File: config.mk
export PLATFORM = sky130hd
export DESIGN_NAME = conflict_cause_counter_table_core
export DESIGN_NICKNAME = d
export VERILOG_FILES = /design/src/rtl/ccct_pkg.sv /design/src/rtl/ccct_front.sv /design/src/rtl/ccct_queue.sv /design/src/rtl/ccct_back.sv /design/src/rtl/conflict_cause_counter_table_core.sv
export SDC_FILE = /design/constraint.sdc
export NUM_CORES = 2
export LEC_CHECK = 0
export ABC_AREA = 0
export BUFFER_PORTS_ARGS = -buffer_cell sky130_fd_sc_hd__buf_2
export CELL_PAD_IN_SITES_DETAIL_PLACEMENT = 0
export CELL_PAD_IN_SITES_GLOBAL_PLACEMENT = 1
export CORE_MARGIN = 2
export CORE_UTILIZATION = 45
export CTS_BUF_LIST = sky130_fd_sc_hd__clkbuf_4
export DETAILED_ROUTE_END_ITERATION = 6
export GPL_ROUTABILITY_DRIVEN = 0
export PLACE_DENSITY = 0.68
export RECOVER_POWER = 25
export SLEW_MARGIN = 0
export SYNTH_ARGS = -nofsm -noshare
export SYNTH_HDL_FRONTEND = slang
export SYNTH_SLANG_ARGS = --single-unit
File: constraint.sdc
create_clock -name clk -period 20.3 [get_ports clk]
set_clock_uncertainty 0.05 [all_clocks]
set_input_delay 4.06 -clock clk [delete_from_list [all_inputs] [get_ports clk]]
set_output_delay 4.06 -clock clk [all_outputs]
set_load 0.02 [all_outputs]
File: src/rtl/ccct_pkg.sv
// ----------------------------------------------------------------------------
// ccct_pkg: shared types and constants for the conflict cause counter table
// Request, result and queue types, cause classification, back end states.
// ----------------------------------------------------------------------------
`default_nettype none

package ccct_pkg;

  localparam int TABLE_ENTRIES_DEF = 16;
  localparam int COUNT_BITS_DEF    = 32;
  localparam int MAX_RESULTS       = 16;
  localparam int QUEUE_DEPTH       = 2;

  // command codes
  localparam logic CMD_ADD  = 1'b0;
  localparam logic CMD_DUMP = 1'b1;

  // structure kinds with their own classification rule
  localparam logic [2:0] KIND_RULE_PAIR  = 3'd0;
  localparam logic [2:0] KIND_RULE_SHARE = 3'd2;

  // operation codes named by the rule
  localparam logic [1:0] OP_CODE_0 = 2'd0;
  localparam logic [1:0] OP_CODE_1 = 2'd1;
  localparam logic [1:0] OP_CODE_2 = 2'd2;

  typedef struct packed {
    logic        cmd;
    logic [63:0] instance_tag;
    logic [2:0]  kind_id;
    logic [1:0]  op_code;
    logic [1:0]  conflict_op_code;
  } in_req_t;

  typedef struct packed {
    logic        entry_valid;
    logic [3:0]  entry_index;
    logic [63:0] out_tag;
    logic [2:0]  out_kind;
    logic [1:0]  out_op;
    logic [1:0]  out_conflict_op;
    logic        slow_path;
    logic [31:0] sample_count;
    logic        is_new;
    logic        table_full;
    logic        last;
  } out_rsp_t;

  // classified request as it waits in the queue
  typedef struct packed {
    in_req_t req;
    logic    slow;
  } q_entry_t;

  // table key: everything compared on a lookup
  typedef struct packed {
    logic [63:0] tag;
    logic [2:0]  kind;
    logic [1:0]  op;
    logic [1:0]  cop;
    logic        slow;
  } key_t;

  typedef struct packed {
    logic full;
    logic empty;
  } fifo_stat_t;

  typedef enum logic [0:0] {
    BK_IDLE,
    BK_SCAN
  } back_state_t;

  // slow path rule: class -1 when true, class 0 otherwise
  function automatic logic needs_slow(input logic [2:0] kind, input logic [1:0] op,
                                      input logic [1:0] cop);
    logic res;
    res = 1'b0;
    if (kind == KIND_RULE_PAIR) begin
      res = (op == OP_CODE_0 && cop == OP_CODE_1) || (op == OP_CODE_1 && cop == OP_CODE_0);
    end else if (kind == KIND_RULE_SHARE) begin
      res = !(op == OP_CODE_2 && cop == OP_CODE_2);
    end
    return res;
  endfunction

endpackage

`default_nettype wire

File: src/rtl/ccct_front.sv
// ----------------------------------------------------------------------------
// ccct_front: request intake and cause classification
// Takes a request while the queue has room and tags it with its slow flag.
// ----------------------------------------------------------------------------
`default_nettype none

module ccct_front (
  input  wire                   start,
  input  ccct_pkg::in_req_t     in_req,
  input  ccct_pkg::fifo_stat_t  q_stat,
  output logic                  busy,
  output logic                  q_push,
  output ccct_pkg::q_entry_t    q_data
);
  import ccct_pkg::*;

  assign busy   = q_stat.full;
  assign q_push = start && !q_stat.full;

  always_comb begin
    q_data.req  = in_req;
    // slow flag only matters for adds; harmless on a dump
    q_data.slow = needs_slow(in_req.kind_id, in_req.op_code, in_req.conflict_op_code);
  end

endmodule

`default_nettype wire

File: src/rtl/ccct_queue.sv
// ----------------------------------------------------------------------------
// ccct_queue: short request queue between front and back end
// Circular buffer of classified requests; push and pop in the same cycle.
// ----------------------------------------------------------------------------
`default_nettype none

module ccct_queue (
  input  wire                   clk,
  input  wire                   rst_n,
  input  wire                   push,
  input  ccct_pkg::q_entry_t    push_data,
  input  wire                   pop,
  output ccct_pkg::q_entry_t    pop_data,
  output ccct_pkg::fifo_stat_t  stat
);
  import ccct_pkg::*;

  localparam int PTR_W = (QUEUE_DEPTH > 1) ? $clog2(QUEUE_DEPTH) : 1;
  localparam int LVL_W = $clog2(QUEUE_DEPTH + 1);

  q_entry_t         slot_r [QUEUE_DEPTH];
  logic [PTR_W-1:0] wr_ptr_r, wr_ptr_nxt;
  logic [PTR_W-1:0] rd_ptr_r, rd_ptr_nxt;
  logic [LVL_W-1:0] level_r, level_nxt;
  logic             do_push, do_pop;

  assign stat.full  = (level_r == LVL_W'(QUEUE_DEPTH));
  assign stat.empty = (level_r == '0);
  assign do_push    = push && !stat.full;
  assign do_pop     = pop && !stat.empty;
  assign pop_data   = slot_r[rd_ptr_r];

  always_comb begin
    wr_ptr_nxt = wr_ptr_r;
    rd_ptr_nxt = rd_ptr_r;
    level_nxt  = level_r;
    if (do_push) begin
      wr_ptr_nxt = (wr_ptr_r == PTR_W'(QUEUE_DEPTH - 1)) ? '0 : wr_ptr_r + PTR_W'(1);
    end
    if (do_pop) begin
      rd_ptr_nxt = (rd_ptr_r == PTR_W'(QUEUE_DEPTH - 1)) ? '0 : rd_ptr_r + PTR_W'(1);
    end
    if (do_push && !do_pop) begin
      level_nxt = level_r + LVL_W'(1);
    end else if (do_pop && !do_push) begin
      level_nxt = level_r - LVL_W'(1);
    end
  end

  always_ff @(posedge clk) begin
    if (!rst_n) begin
      wr_ptr_r <= '0;
      rd_ptr_r <= '0;
      level_r  <= '0;
    end else begin
      wr_ptr_r <= wr_ptr_nxt;
      rd_ptr_r <= rd_ptr_nxt;
      level_r  <= level_nxt;
    end
  end

  always_ff @(posedge clk) begin
    if (do_push) begin
      slot_r[wr_ptr_r] <= push_data;
    end
  end

endmodule

`default_nettype wire

File: src/rtl/ccct_back.sv
// ----------------------------------------------------------------------------
// ccct_back: table engine
// Linear lookup and update for adds, selection by repeated scans for dumps.
// ----------------------------------------------------------------------------
`default_nettype none

module ccct_back #(
  parameter int TABLE_ENTRIES = ccct_pkg::TABLE_ENTRIES_DEF,
  parameter int COUNT_BITS    = ccct_pkg::COUNT_BITS_DEF
) (
  input  wire                   clk,
  input  wire                   rst_n,
  input  ccct_pkg::q_entry_t    q_data,
  input  ccct_pkg::fifo_stat_t  q_stat,
  output logic                  q_pop,
  output logic                  out_strobe,
  output ccct_pkg::out_rsp_t    out_rsp
);
  import ccct_pkg::*;

  localparam int IDX_W = $clog2(TABLE_ENTRIES);
  localparam int CNT_W = $clog2(TABLE_ENTRIES + 1);
  localparam int RES_W = $clog2(MAX_RESULTS + 1);

  // entry memories, one read and one write port
  key_t                  key_mem [TABLE_ENTRIES];
  logic [COUNT_BITS-1:0] cnt_mem [TABLE_ENTRIES];

  back_state_t           state_r, state_nxt;
  q_entry_t              req_r, req_nxt;
  logic [CNT_W-1:0]      scan_idx_r, scan_idx_nxt;
  logic [CNT_W-1:0]      total_r, total_nxt;
  logic                  rd_vld_r, rd_vld_nxt;
  logic [IDX_W-1:0]      rd_idx_r;
  key_t                  key_rd_r;
  logic [COUNT_BITS-1:0] cnt_rd_r;
  logic [TABLE_ENTRIES-1:0] done_r, done_nxt;
  logic                  best_found_r, best_found_nxt;
  logic [IDX_W-1:0]      best_idx_r, best_idx_nxt;
  key_t                  best_key_r, best_key_nxt;
  logic [COUNT_BITS-1:0] best_cnt_r, best_cnt_nxt;
  logic [RES_W-1:0]      out_cnt_r, out_cnt_nxt;
  logic [RES_W-1:0]      limit_r, limit_nxt;
  logic                  out_strobe_r, out_strobe_nxt;
  out_rsp_t              out_rsp_r, out_rsp_nxt;

  logic                  issue;
  logic [IDX_W-1:0]      rd_addr;
  logic                  wr_en;
  logic [IDX_W-1:0]      wr_idx;
  key_t                  wr_key;
  logic [COUNT_BITS-1:0] wr_cnt;
  key_t                  req_key, q_key;
  logic                  hit, last_cmp, cand, last_res;
  logic [COUNT_BITS-1:0] cnt_inc;
  logic [31:0]           total_ext;

  assign req_key  = '{tag: req_r.req.instance_tag, kind: req_r.req.kind_id,
                      op: req_r.req.op_code, cop: req_r.req.conflict_op_code,
                      slow: req_r.slow};
  assign q_key    = '{tag: q_data.req.instance_tag, kind: q_data.req.kind_id,
                      op: q_data.req.op_code, cop: q_data.req.conflict_op_code,
                      slow: q_data.slow};
  assign issue    = (state_r == BK_SCAN) && (scan_idx_r < total_r);
  assign rd_addr  = scan_idx_r[IDX_W-1:0];
  assign hit      = rd_vld_r && (key_rd_r == req_key);
  assign last_cmp = rd_vld_r && ((CNT_W'(rd_idx_r) + CNT_W'(1)) == total_r);
  assign cnt_inc  = (&cnt_rd_r) ? cnt_rd_r : cnt_rd_r + COUNT_BITS'(1);
  assign cand     = rd_vld_r && !done_r[rd_idx_r] &&
                    (!best_found_r || (cnt_rd_r > best_cnt_r));
  assign last_res = ((out_cnt_r + RES_W'(1)) == limit_r);
  assign total_ext = 32'(total_r);

  // next state
  always_comb begin
    state_nxt = state_r;
    case (state_r)
      BK_IDLE: begin
        if (!q_stat.empty && total_r != '0) begin
          state_nxt = BK_SCAN;
        end
      end
      BK_SCAN: begin
        if (req_r.req.cmd == CMD_ADD) begin
          if (hit || last_cmp) begin
            state_nxt = BK_IDLE;
          end
        end else if (last_cmp && last_res) begin
          state_nxt = BK_IDLE;
        end
      end
      default: state_nxt = BK_IDLE;
    endcase
  end

  // datapath and results
  always_comb begin
    q_pop          = 1'b0;
    req_nxt        = req_r;
    scan_idx_nxt   = scan_idx_r;
    total_nxt      = total_r;
    rd_vld_nxt     = issue;
    done_nxt       = done_r;
    best_found_nxt = best_found_r;
    best_idx_nxt   = best_idx_r;
    best_key_nxt   = best_key_r;
    best_cnt_nxt   = best_cnt_r;
    out_cnt_nxt    = out_cnt_r;
    limit_nxt      = limit_r;
    wr_en          = 1'b0;
    wr_idx         = rd_idx_r;
    wr_key         = req_key;
    wr_cnt         = cnt_inc;
    out_strobe_nxt = 1'b0;
    out_rsp_nxt    = '0;

    if (issue) begin
      scan_idx_nxt = scan_idx_r + CNT_W'(1);
    end

    case (state_r)
      BK_IDLE: begin
        if (!q_stat.empty) begin
          q_pop          = 1'b1;
          req_nxt        = q_data;
          scan_idx_nxt   = '0;
          out_cnt_nxt    = '0;
          best_found_nxt = 1'b0;
          done_nxt       = '0;
          limit_nxt      = (total_ext > 32'(MAX_RESULTS)) ? RES_W'(MAX_RESULTS)
                                                          : RES_W'(total_ext);
          if (total_r == '0) begin
            out_strobe_nxt   = 1'b1;
            out_rsp_nxt.last = 1'b1;
            if (q_data.req.cmd == CMD_ADD) begin
              // empty table: first entry goes straight in
              wr_en   = 1'b1;
              wr_idx  = '0;
              wr_key  = q_key;
              wr_cnt  = COUNT_BITS'(1);
              total_nxt = CNT_W'(1);
              out_rsp_nxt.entry_valid     = 1'b1;
              out_rsp_nxt.out_tag         = q_key.tag;
              out_rsp_nxt.out_kind        = q_key.kind;
              out_rsp_nxt.out_op          = q_key.op;
              out_rsp_nxt.out_conflict_op = q_key.cop;
              out_rsp_nxt.slow_path       = q_key.slow;
              out_rsp_nxt.sample_count    = 32'(1);
              out_rsp_nxt.is_new          = 1'b1;
            end
          end
        end
      end
      BK_SCAN: begin
        if (req_r.req.cmd == CMD_ADD) begin
          out_rsp_nxt.out_tag         = req_key.tag;
          out_rsp_nxt.out_kind        = req_key.kind;
          out_rsp_nxt.out_op          = req_key.op;
          out_rsp_nxt.out_conflict_op = req_key.cop;
          out_rsp_nxt.slow_path       = req_key.slow;
          out_rsp_nxt.last            = 1'b1;
          if (hit) begin
            wr_en          = 1'b1;
            out_strobe_nxt = 1'b1;
            out_rsp_nxt.entry_valid  = 1'b1;
            out_rsp_nxt.entry_index  = 4'(rd_idx_r);
            out_rsp_nxt.sample_count = 32'(cnt_inc);
          end else if (last_cmp) begin
            out_strobe_nxt = 1'b1;
            if (total_r == CNT_W'(TABLE_ENTRIES)) begin
              out_rsp_nxt.table_full = 1'b1;
            end else begin
              wr_en     = 1'b1;
              wr_idx    = total_r[IDX_W-1:0];
              wr_cnt    = COUNT_BITS'(1);
              total_nxt = total_r + CNT_W'(1);
              out_rsp_nxt.entry_valid  = 1'b1;
              out_rsp_nxt.entry_index  = 4'(total_r[IDX_W-1:0]);
              out_rsp_nxt.sample_count = 32'(1);
              out_rsp_nxt.is_new       = 1'b1;
            end
          end
        end else begin
          // strict compare in ascending order keeps ties in table order
          if (cand) begin
            best_found_nxt = 1'b1;
            best_idx_nxt   = rd_idx_r;
            best_key_nxt   = key_rd_r;
            best_cnt_nxt   = cnt_rd_r;
          end
          if (last_cmp) begin
            out_strobe_nxt = 1'b1;
            out_rsp_nxt.entry_valid     = 1'b1;
            out_rsp_nxt.entry_index     = 4'(best_idx_nxt);
            out_rsp_nxt.out_tag         = best_key_nxt.tag;
            out_rsp_nxt.out_kind        = best_key_nxt.kind;
            out_rsp_nxt.out_op          = best_key_nxt.op;
            out_rsp_nxt.out_conflict_op = best_key_nxt.cop;
            out_rsp_nxt.slow_path       = best_key_nxt.slow;
            out_rsp_nxt.sample_count    = 32'(best_cnt_nxt);
            out_rsp_nxt.last            = last_res;
            done_nxt[best_idx_nxt]      = 1'b1;
            out_cnt_nxt                 = out_cnt_r + RES_W'(1);
            best_found_nxt              = 1'b0;
            scan_idx_nxt                = '0;
          end
        end
      end
      default: ;
    endcase
  end

  always_ff @(posedge clk) begin
    if (!rst_n) begin
      state_r      <= BK_IDLE;
      total_r      <= '0;
      rd_vld_r     <= 1'b0;
      done_r       <= '0;
      best_found_r <= 1'b0;
      out_strobe_r <= 1'b0;
    end else begin
      state_r      <= state_nxt;
      total_r      <= total_nxt;
      rd_vld_r     <= rd_vld_nxt;
      done_r       <= done_nxt;
      best_found_r <= best_found_nxt;
      out_strobe_r <= out_strobe_nxt;
    end
  end

  always_ff @(posedge clk) begin
    req_r      <= req_nxt;
    scan_idx_r <= scan_idx_nxt;
    rd_idx_r   <= rd_addr;
    best_idx_r <= best_idx_nxt;
    best_key_r <= best_key_nxt;
    best_cnt_r <= best_cnt_nxt;
    out_cnt_r  <= out_cnt_nxt;
    limit_r    <= limit_nxt;
    out_rsp_r  <= out_rsp_nxt;
  end

  // memory ports
  always_ff @(posedge clk) begin
    if (wr_en) begin
      key_mem[wr_idx] <= wr_key;
      cnt_mem[wr_idx] <= wr_cnt;
    end
    key_rd_r <= key_mem[rd_addr];
    cnt_rd_r <= cnt_mem[rd_addr];
  end

  assign out_strobe = out_strobe_r;
  assign out_rsp    = out_rsp_r;

endmodule

`default_nettype wire

File: src/rtl/conflict_cause_counter_table_core.sv
// ----------------------------------------------------------------------------
// conflict_cause_counter_table_core: abort cause counter table
// Counts classified abort samples per key and dumps them by descending count.
// ----------------------------------------------------------------------------
//
// Channel   Ports                     Direction  Handshake
// request   start, busy, in_req       in         taken when start && !busy
// result    out_strobe, out_rsp       out        one-cycle strobe per result, no stall
//
// An add is one scan that stops at a hit or at the last entry; the result is
// registered. Each dump result is one full scan of the table. On an empty
// table an add or a dump is answered straight from idle without a scan.
// The single read port of the entry memory looks at one entry per cycle.
// A two-deep queue sits between intake and the table engine; busy is high
// only while it is full. Reset clears the entry count and control state; no
// clearing pass is needed, entries at or above the entry count are never read.
//
`default_nettype none

module conflict_cause_counter_table_core #(
  parameter int TABLE_ENTRIES = ccct_pkg::TABLE_ENTRIES_DEF,
  parameter int COUNT_BITS    = ccct_pkg::COUNT_BITS_DEF
) (
  input  wire                 clk,
  input  wire                 rst_n,
  input  wire                 start,
  output logic                busy,
  input  ccct_pkg::in_req_t   in_req,
  output logic                out_strobe,
  output ccct_pkg::out_rsp_t  out_rsp
);
  import ccct_pkg::*;

  fifo_stat_t q_stat;
  q_entry_t   q_push_data;
  q_entry_t   q_pop_data;
  logic       q_push;
  logic       q_pop;

  // intake: classify and enqueue
  ccct_front u_front (
    .start  (start),
    .in_req (in_req),
    .q_stat (q_stat),
    .busy   (busy),
    .q_push (q_push),
    .q_data (q_push_data)
  );

  // decouples intake from the table engine
  ccct_queue u_queue (
    .clk       (clk),
    .rst_n     (rst_n),
    .push      (q_push),
    .push_data (q_push_data),
    .pop       (q_pop),
    .pop_data  (q_pop_data),
    .stat      (q_stat)
  );

  // table engine: lookup/update on add, ranked readout on dump
  ccct_back #(
    .TABLE_ENTRIES (TABLE_ENTRIES),
    .COUNT_BITS    (COUNT_BITS)
  ) u_back (
    .clk        (clk),
    .rst_n      (rst_n),
    .q_data     (q_pop_data),
    .q_stat     (q_stat),
    .q_pop      (q_pop),
    .out_strobe (out_strobe),
    .out_rsp    (out_rsp)
  );

endmodule

`default_nettype wire

; ---- Yosys cells after proc, flatten, opt, wreduce, memory -nomap -nowiden
; Memories as Yosys holds them, arrays and structs flattened. A register that Yosys moved wholly into a read port is not among the register bits.
; Cells that the tools add are included.
[word_totals]
reg_bits = 341
mem_bits_rw = 1810
in_bits = 75
output_inout_bits = 114
word_cells = 226
memories = 3
[mem_list]
columns = memory, depth, width, rd, rd_ports_with_merged_regs, write_ports, line
row1 = u_back.key_mem, 16, 72, 1, 1, 1, ccct_back.sv:26  ; key_t key_mem [TABLE_ENTRIES];
row2 = u_back.cnt_mem, 16, 32, 1, 1, 1, ccct_back.sv:27  ; logic [COUNT_BITS-1:0] cnt_mem [TABLE_ENTRIES];
row3 = u_queue.slot_r, 2, 73, 1, 1, 1, ccct_queue.sv:21  ; q_entry_t slot_r [QUEUE_DEPTH];
[classes]
add_sub_neg = 9
order_cmp = 6
eq_ne = 19
muxes = 108
bitwise_logic = 4
n_reduce_logical = 40
[op_table]
columns = cell, count
row1 = 72-bit 2-to-1 mux, 5
row2 = 32-bit 2-to-1 mux, 10
row3 = 105-bit 2-to-1 mux, 3
row4 = 109-bit 2-to-1 mux, 2
row5 = 105-bit one-hot mux with 2 select lines, 1
row6 = 5-bit 2-to-1 mux, 17
row7 = 72-bit == test, 1
row8 = 32-bit one-hot mux with 2 select lines, 1
row9 = 16-bit 2-to-1 mux, 3
row10 = 4-bit 2-to-1 mux, 10
row11 = 1-bit 2-to-1 mux, 37
row12 = 32-bit by 1-bit adder with 32-bit output (second input constant), 1
row13 = 32-bit greater-than comparator, 1
row14 = 16-bit one-hot mux with 2 select lines, 1
row15 = 32-bit AND reduction, 1
row16 = 5-bit one-hot mux with 2 select lines, 3
row17 = 1-bit logical AND, 16
row18 = 16-bit bitwise OR, 1
row19 = 5-bit by 1-bit adder with 5-bit output (second input constant), 3
row20 = 2-bit inequality test (second input constant), 7
row21 = 1-bit one-hot mux with 2 select lines, 6
row22 = 5-bit == test, 2
row23 = 4-bit by 5-bit < comparator with 1-bit output (second input constant), 2
row24 = 2-bit 2-to-1 mux, 5
row25 = 29 further kinds, 47

; ---- Depth between registers and ports, before layout
[logic_depth]
word_depth = 16
ltp_mapped = 13
depth_no_buf = 9

; ---- By module
; A second synthesis with hierarchy kept.
[unflattened]
hier_cells = 4360
hier_area_um2 = 87650.3
[by_module_without_submodules]
columns = module, instances, cells_per_inst, area_each_um2, seq_area_each_um2
row1 = ccct_back, 1, 4029, 81531.9, 60708.2
row2 = ccct_queue, 1, 252, 5524.0, 4484.3
row3 = ccct_front, 1, 79, 594.3, 0.0

; ---- Least setup slack after synthesis
; Ideal clock, no wire load.
[synth_path]
kind = reg-to-reg
start = reg u_queue.level_r[0]
end = mem u_back.cnt_mem[15][0] (netlist name) (enable)
setup_ns = 1.119
t_arrival_ns = 19.667
required_ns = 19.131
setup_slack_ns = -0.536
stages_incl_launch_ff = 11
path_buffers = 2
period_less_slack_ns = 20.836
cell_sequence = dfxtp_1 -> nor2_1 -> or2_2 -> inv_1 -> nand2_1 -> or2_2 -> clkbuf_1 -> o21ai_0 -> nor2_1 -> clkbuf_1 -> a2111oi_0
[synth_via]
elab_chain_cells = 5
elab_cells_between_ends = 7
classes_between = mux: 6 / reduce/logical: 1
[synth_rtl]
columns = element, line
row1 = from (decl), ccct_queue.sv:24  ; logic [LVL_W-1:0] level_r, level_nxt;
row2 = from (signal assigned), ccct_queue.sv:58  ; level_r <= level_nxt;
row3 = 2-bit zero test (*), ccct_queue.sv:28  ; assign stat.empty = (level_r == '0);
row4 = 1-bit 2-to-1 mux, ccct_back.sv:123  ; if (!q_stat.empty) begin
row5 = 1-bit one-hot mux with 2 select lines, ccct_back.sv:121  ; case (state_r)
row6 = 1-bit 2-to-1 mux, ccct_back.sv:245  ; if (wr_en) begin
row7 = 1-bit 2-to-1 mux (implied by the code), ccct_back.sv:247  ; cnt_mem[wr_idx] <= wr_cnt;
row8 = to (decl), ccct_back.sv:27
; Mark *: on every way between the ends. The rest lies on a longest branch, timed or not.

; ---- Final worst setup path
[layout_path]
start = reg u_back.state_r
end = mem u_back.key_mem[15][46] (netlist name) (enable)
[layout_via]
elab_chain_cells = 4
elab_cells_between_ends = 5
classes_between = mux: 4 / bitwise: 1
[layout_rtl]
columns = element, line
row1 = from (decl), ccct_back.sv:29  ; back_state_t state_r, state_nxt;
row2 = from (signal assigned), ccct_back.sv:222  ; state_r <= state_nxt;
row3 = 1-bit NOT (no line), --
row4 = 1-bit one-hot mux with 2 select lines, ccct_back.sv:121
row5 = 1-bit 2-to-1 mux, ccct_back.sv:245
row6 = 1-bit 2-to-1 mux (implied by the code), ccct_back.sv:246  ; key_mem[wr_idx] <= wr_key;
row7 = to (decl), ccct_back.sv:26
; Several ways; a longest one is shown, not always the timed one.

==> reports/qor.csv <==
metric;value;unit
combinational share of power;16.6;%
non-filler cells in the finished layout;8000;
clk_lat worst skew;1.44;ns
Post-Synthesis Cells;4368;
layout cells sized above 1;31.55;%
prevailing post-synth register cell;edfxtp_1;
CP Depth;9;
Worst Path Max Fanout;54;
DR pass1 iterations;6;
post-CTS setup buffer count;0;
Cell Chain, Critical Path;or2_2, clkinvlp_2, nand2_1, or2_0, nand3_1, mux2_4, a2111oi_2, buf_4, buf_4;
Avg Vias per Cell;5.718;
max incr delay on CP;2.28;ns
RR Endpoint;u_back.key_mem[15][46];
PD cells;127.4;nW/um^2
Final Hold Fails;0;
CTS sink cnt;2256;
post-DP HPWL;132100;um
synth unique cells;78;
Post-Synth Simple-Gate Area;3.810;%
Flop pwr share;51.4;%
Port Buf Inserts;188;
R2R depth;9;
Clk pwr share;32.1;%
final wirelength;232300;um
fmax;0.1047;GHz
compound-cell area share of the yosys netlist;2.263;%
RSZ-0062 raised after global routing;false;
GR Util met2;38.06;%
Num CTS Buffers;600;
std cell rows;161;
grt ovf;0;
vias in the first global route;46630;
Area Overhead vs Synth;13.31;%
Final min period;9.553;ns
CTS tree;yes;
Placeable Area;192200;um^2
peak supply drop;0.00006698;V
crit path DAT;10.49;ns
CP top delay family;simple AND/OR/NAND/NOR gates;
setup TNS;0;ns
crit path launch;u_back.state_r;
die area;196600;um^2
initial antenna violation count;16;
placed cell count;6942;
first-pass GRT wire length;331000;um
Switching Share;29.28;%
Total GRT Usage;23.52;%
Initial Util;45.20;%
CP endpoint;u_back.key_mem[15][46];
commonest non-fill, non-tap cell in the layout;edfxtp_1;
worst hold path type;reg2reg;
initial drt markers;4534;
M3 GR Usage;4.463;%
WP buf/inv;3;
Ports;189;
multiplexer share of the synthesized area;15.77;%
DR WL/cell;29.04;um
Post-Syn Area;86870;um^2
most frequent cells in the layout;2001 x edfxtp_1, 910 x clkbuf_4, 525 x mux4_2;
Max Slew Vio Count;865;
Most Crowded Layer GR;met2;
met1 Resource Use GR;32.15;%
Slew @ Worst Pin;4.242;ns
Power Internal;0.008868;W
Post-synth ARST share;0;%
largest net degree at the start of global routing;105;
largest family of logic cells by synthesized area;multiplexers;
Setup Viol. Count Final;0;
sequential area share after synthesis;75.04;%
post-synth net total;4486;
Crit-path slowest cell;or2_0;
hold_buf cts;0;
post-synthesis xor/xnor area fraction;1.135;%
vias;45740;
Reg2Reg Setup Slack;10.75;ns
Reg clk slew, reported paths;0.06;ns
DRC Markers;0;
root buffer cell;clkbuf_4;
NetSw;0.003671;W
R2R Path Start;u_back.state_r;
failing checks;capacitance limit, slew limit;
Worst EP required;21.24;ns
relative slew slack;-182.8;%
critical path class;reg2reg;
number of enable flip-flop cells after synthesis;2001;
CTS max path bufs;4;
Syn Area/Cell;19.89;um^2
nets;5136;
status;complete, but fails checks;
leakage;33.15;nW
Critical Path Sink Type;flop;
total number of yosys warnings;0;
CP startpoint kind;flop;
Adder-Cell Fraction of Synth Area;0.6193;%
Antenna Nets Post-Route;0;
final worst-path cycle share;47.06;%
Top cell by count, worst path;buf_4;
Die H;443.4;um
post-synthesis register bit count;2256;
Max H-tree Level;6;
CTS resizes;0;
Max Cap Viol;21;
Die X;443.4;um
## through the flow
step | hold slack (ns) | power, W | utilization (%) | setup WS (ns) | instance area, um^2
CTS | 0.4319 | 0.01267 | 51.29 | 13.64 | 98570
global placement | 0.4082 | 0.008579 | 47.31 | 13.91 | 90910
detailed placement | 0.4165 | 0.008638 | 47.31 | 13.73 | 90910
finish | 0.4326 | 0.01254 | 51.22 | 10.75 | 98440
global route | 0.4442 | 0.01306 | 51.21 | 10.35 | 98410
floorplan | 0.3029 | 0.007588 | - | -0.3187 | 86870
## cells in the mapped netlist, types with 9 or more instances
cell type | instances | share of area [%]
a21o_1 | 82 | 0.71
a21oi_1 | 24 | 0.14
a221o_1 | 15 | 0.17
and3_1 | 16 | 0.12
and4_1 | 11 | 0.11
buf_1 | 48 | 0.21
buf_2 | 15 | 0.086
buf_6 | 12 | 0.16
clkbuf_1 | 140 | 0.60
dfxtp_1 | 255 | 5.9
edfxtp_1 | 2001 | 69
ha_1 | 43 | 0.62
inv_1 | 59 | 0.25
mux2_1 | 74 | 0.96
mux2_2 | 86 | 1.1
mux4_2 | 525 | 14
nand2_1 | 415 | 1.8
nand2b_1 | 10 | 0.072
nand3_1 | 37 | 0.21
nand4_1 | 29 | 0.21
nor2_1 | 75 | 0.32
nor2b_1 | 13 | 0.094
nor3_1 | 29 | 0.17
nor4_1 | 33 | 0.24
nor4b_1 | 9 | 0.091
o21ai_0 | 29 | 0.17
o21ai_1 | 10 | 0.058
o221ai_1 | 9 | 0.091
o22ai_1 | 10 | 0.072
o2bb2ai_1 | 12 | 0.12
o31a_1 | 16 | 0.16
xnor2_1 | 69 | 0.70
xor2_1 | 41 | 0.41
## power by group through the flow
stage          sequential, W  combinational (W)  clock [W]
3_3_place_gp         0.00651            0.00207          0
3_5_place_dp         0.00653            0.00211          0
6_report             0.00644            0.00208    0.00402
4_1_cts              0.00643            0.00211    0.00412
2_1_floorplan        0.00650            0.00108          0
5_1_grt              0.00648            0.00222    0.00436
## cell type report
type                    count  area [um^2]
diodes                     22        55.05
clock buffers             910         6832
clock inverters           126        828.3
fillers                 15840        93740
inverters                  63        244.0
multi-input cells        1830        20630
flip-flops and latches   2256        65190
well taps                2526         3161
repair buffers            267         1499
## how the worst min path moves through the flow
stage / startpoint / end / slack (ns) / cells past startpoint
floorplan: u_back.scan_idx_r[2] / u_back.rd_idx_r[2] / 0.30 / 0
global placement: u_back.done_r[0] / u_back.done_r[0] / 0.41 / 1
detailed placement: u_back.done_r[12] / u_back.done_r[12] / 0.42 / 1
CTS: u_back.done_r[2] / u_back.done_r[2] / 0.43 / 1
global route: u_back.done_r[8] / u_back.done_r[8] / 0.44 / 1
finish: u_back.done_r[10] / u_back.done_r[10] / 0.43 / 1
## cell families (layout without fill, tap and decap cells)
logic type | after synthesis | after routing
flip-flops | 2256 | 2256
AND/OR/NAND/NOR | 720 | 720
multiplexers | 692 | 692
buffers and inverters | 282 | 1366
AO/OA/AOI/OAI | 264 | 264
XOR/XNOR | 111 | 111
adder cells (fa/ha/maj) | 43 | 43
other | 0 | 22
## per-layer routing
metal  routed length [um]  vias to the layer above
met1                96120                    24140
met3                15170                      365
met5                   13                        -
met2               114600                     1850
li1                     -                    19390
met4                 6412                        2
## flip-flops by register name, summed over array words and instances, names as in the netlist, 16 cells and up, named ones only
| signal | count |
|---|---|
| u_back.key_mem | 1152 |
| u_back.cnt_mem | 512 |
| u_queue.slot_r | 146 |
| u_back.out_rsp | 112 |
| u_back.best_key_r | 72 |
| u_back.key_rd_r | 72 |
| u_back.req_key | 72 |
| u_back.best_cnt_r | 32 |
| u_back.cnt_rd_r | 32 |
| u_back.done_r | 16 |
Power figures use the tool's default switching activity.
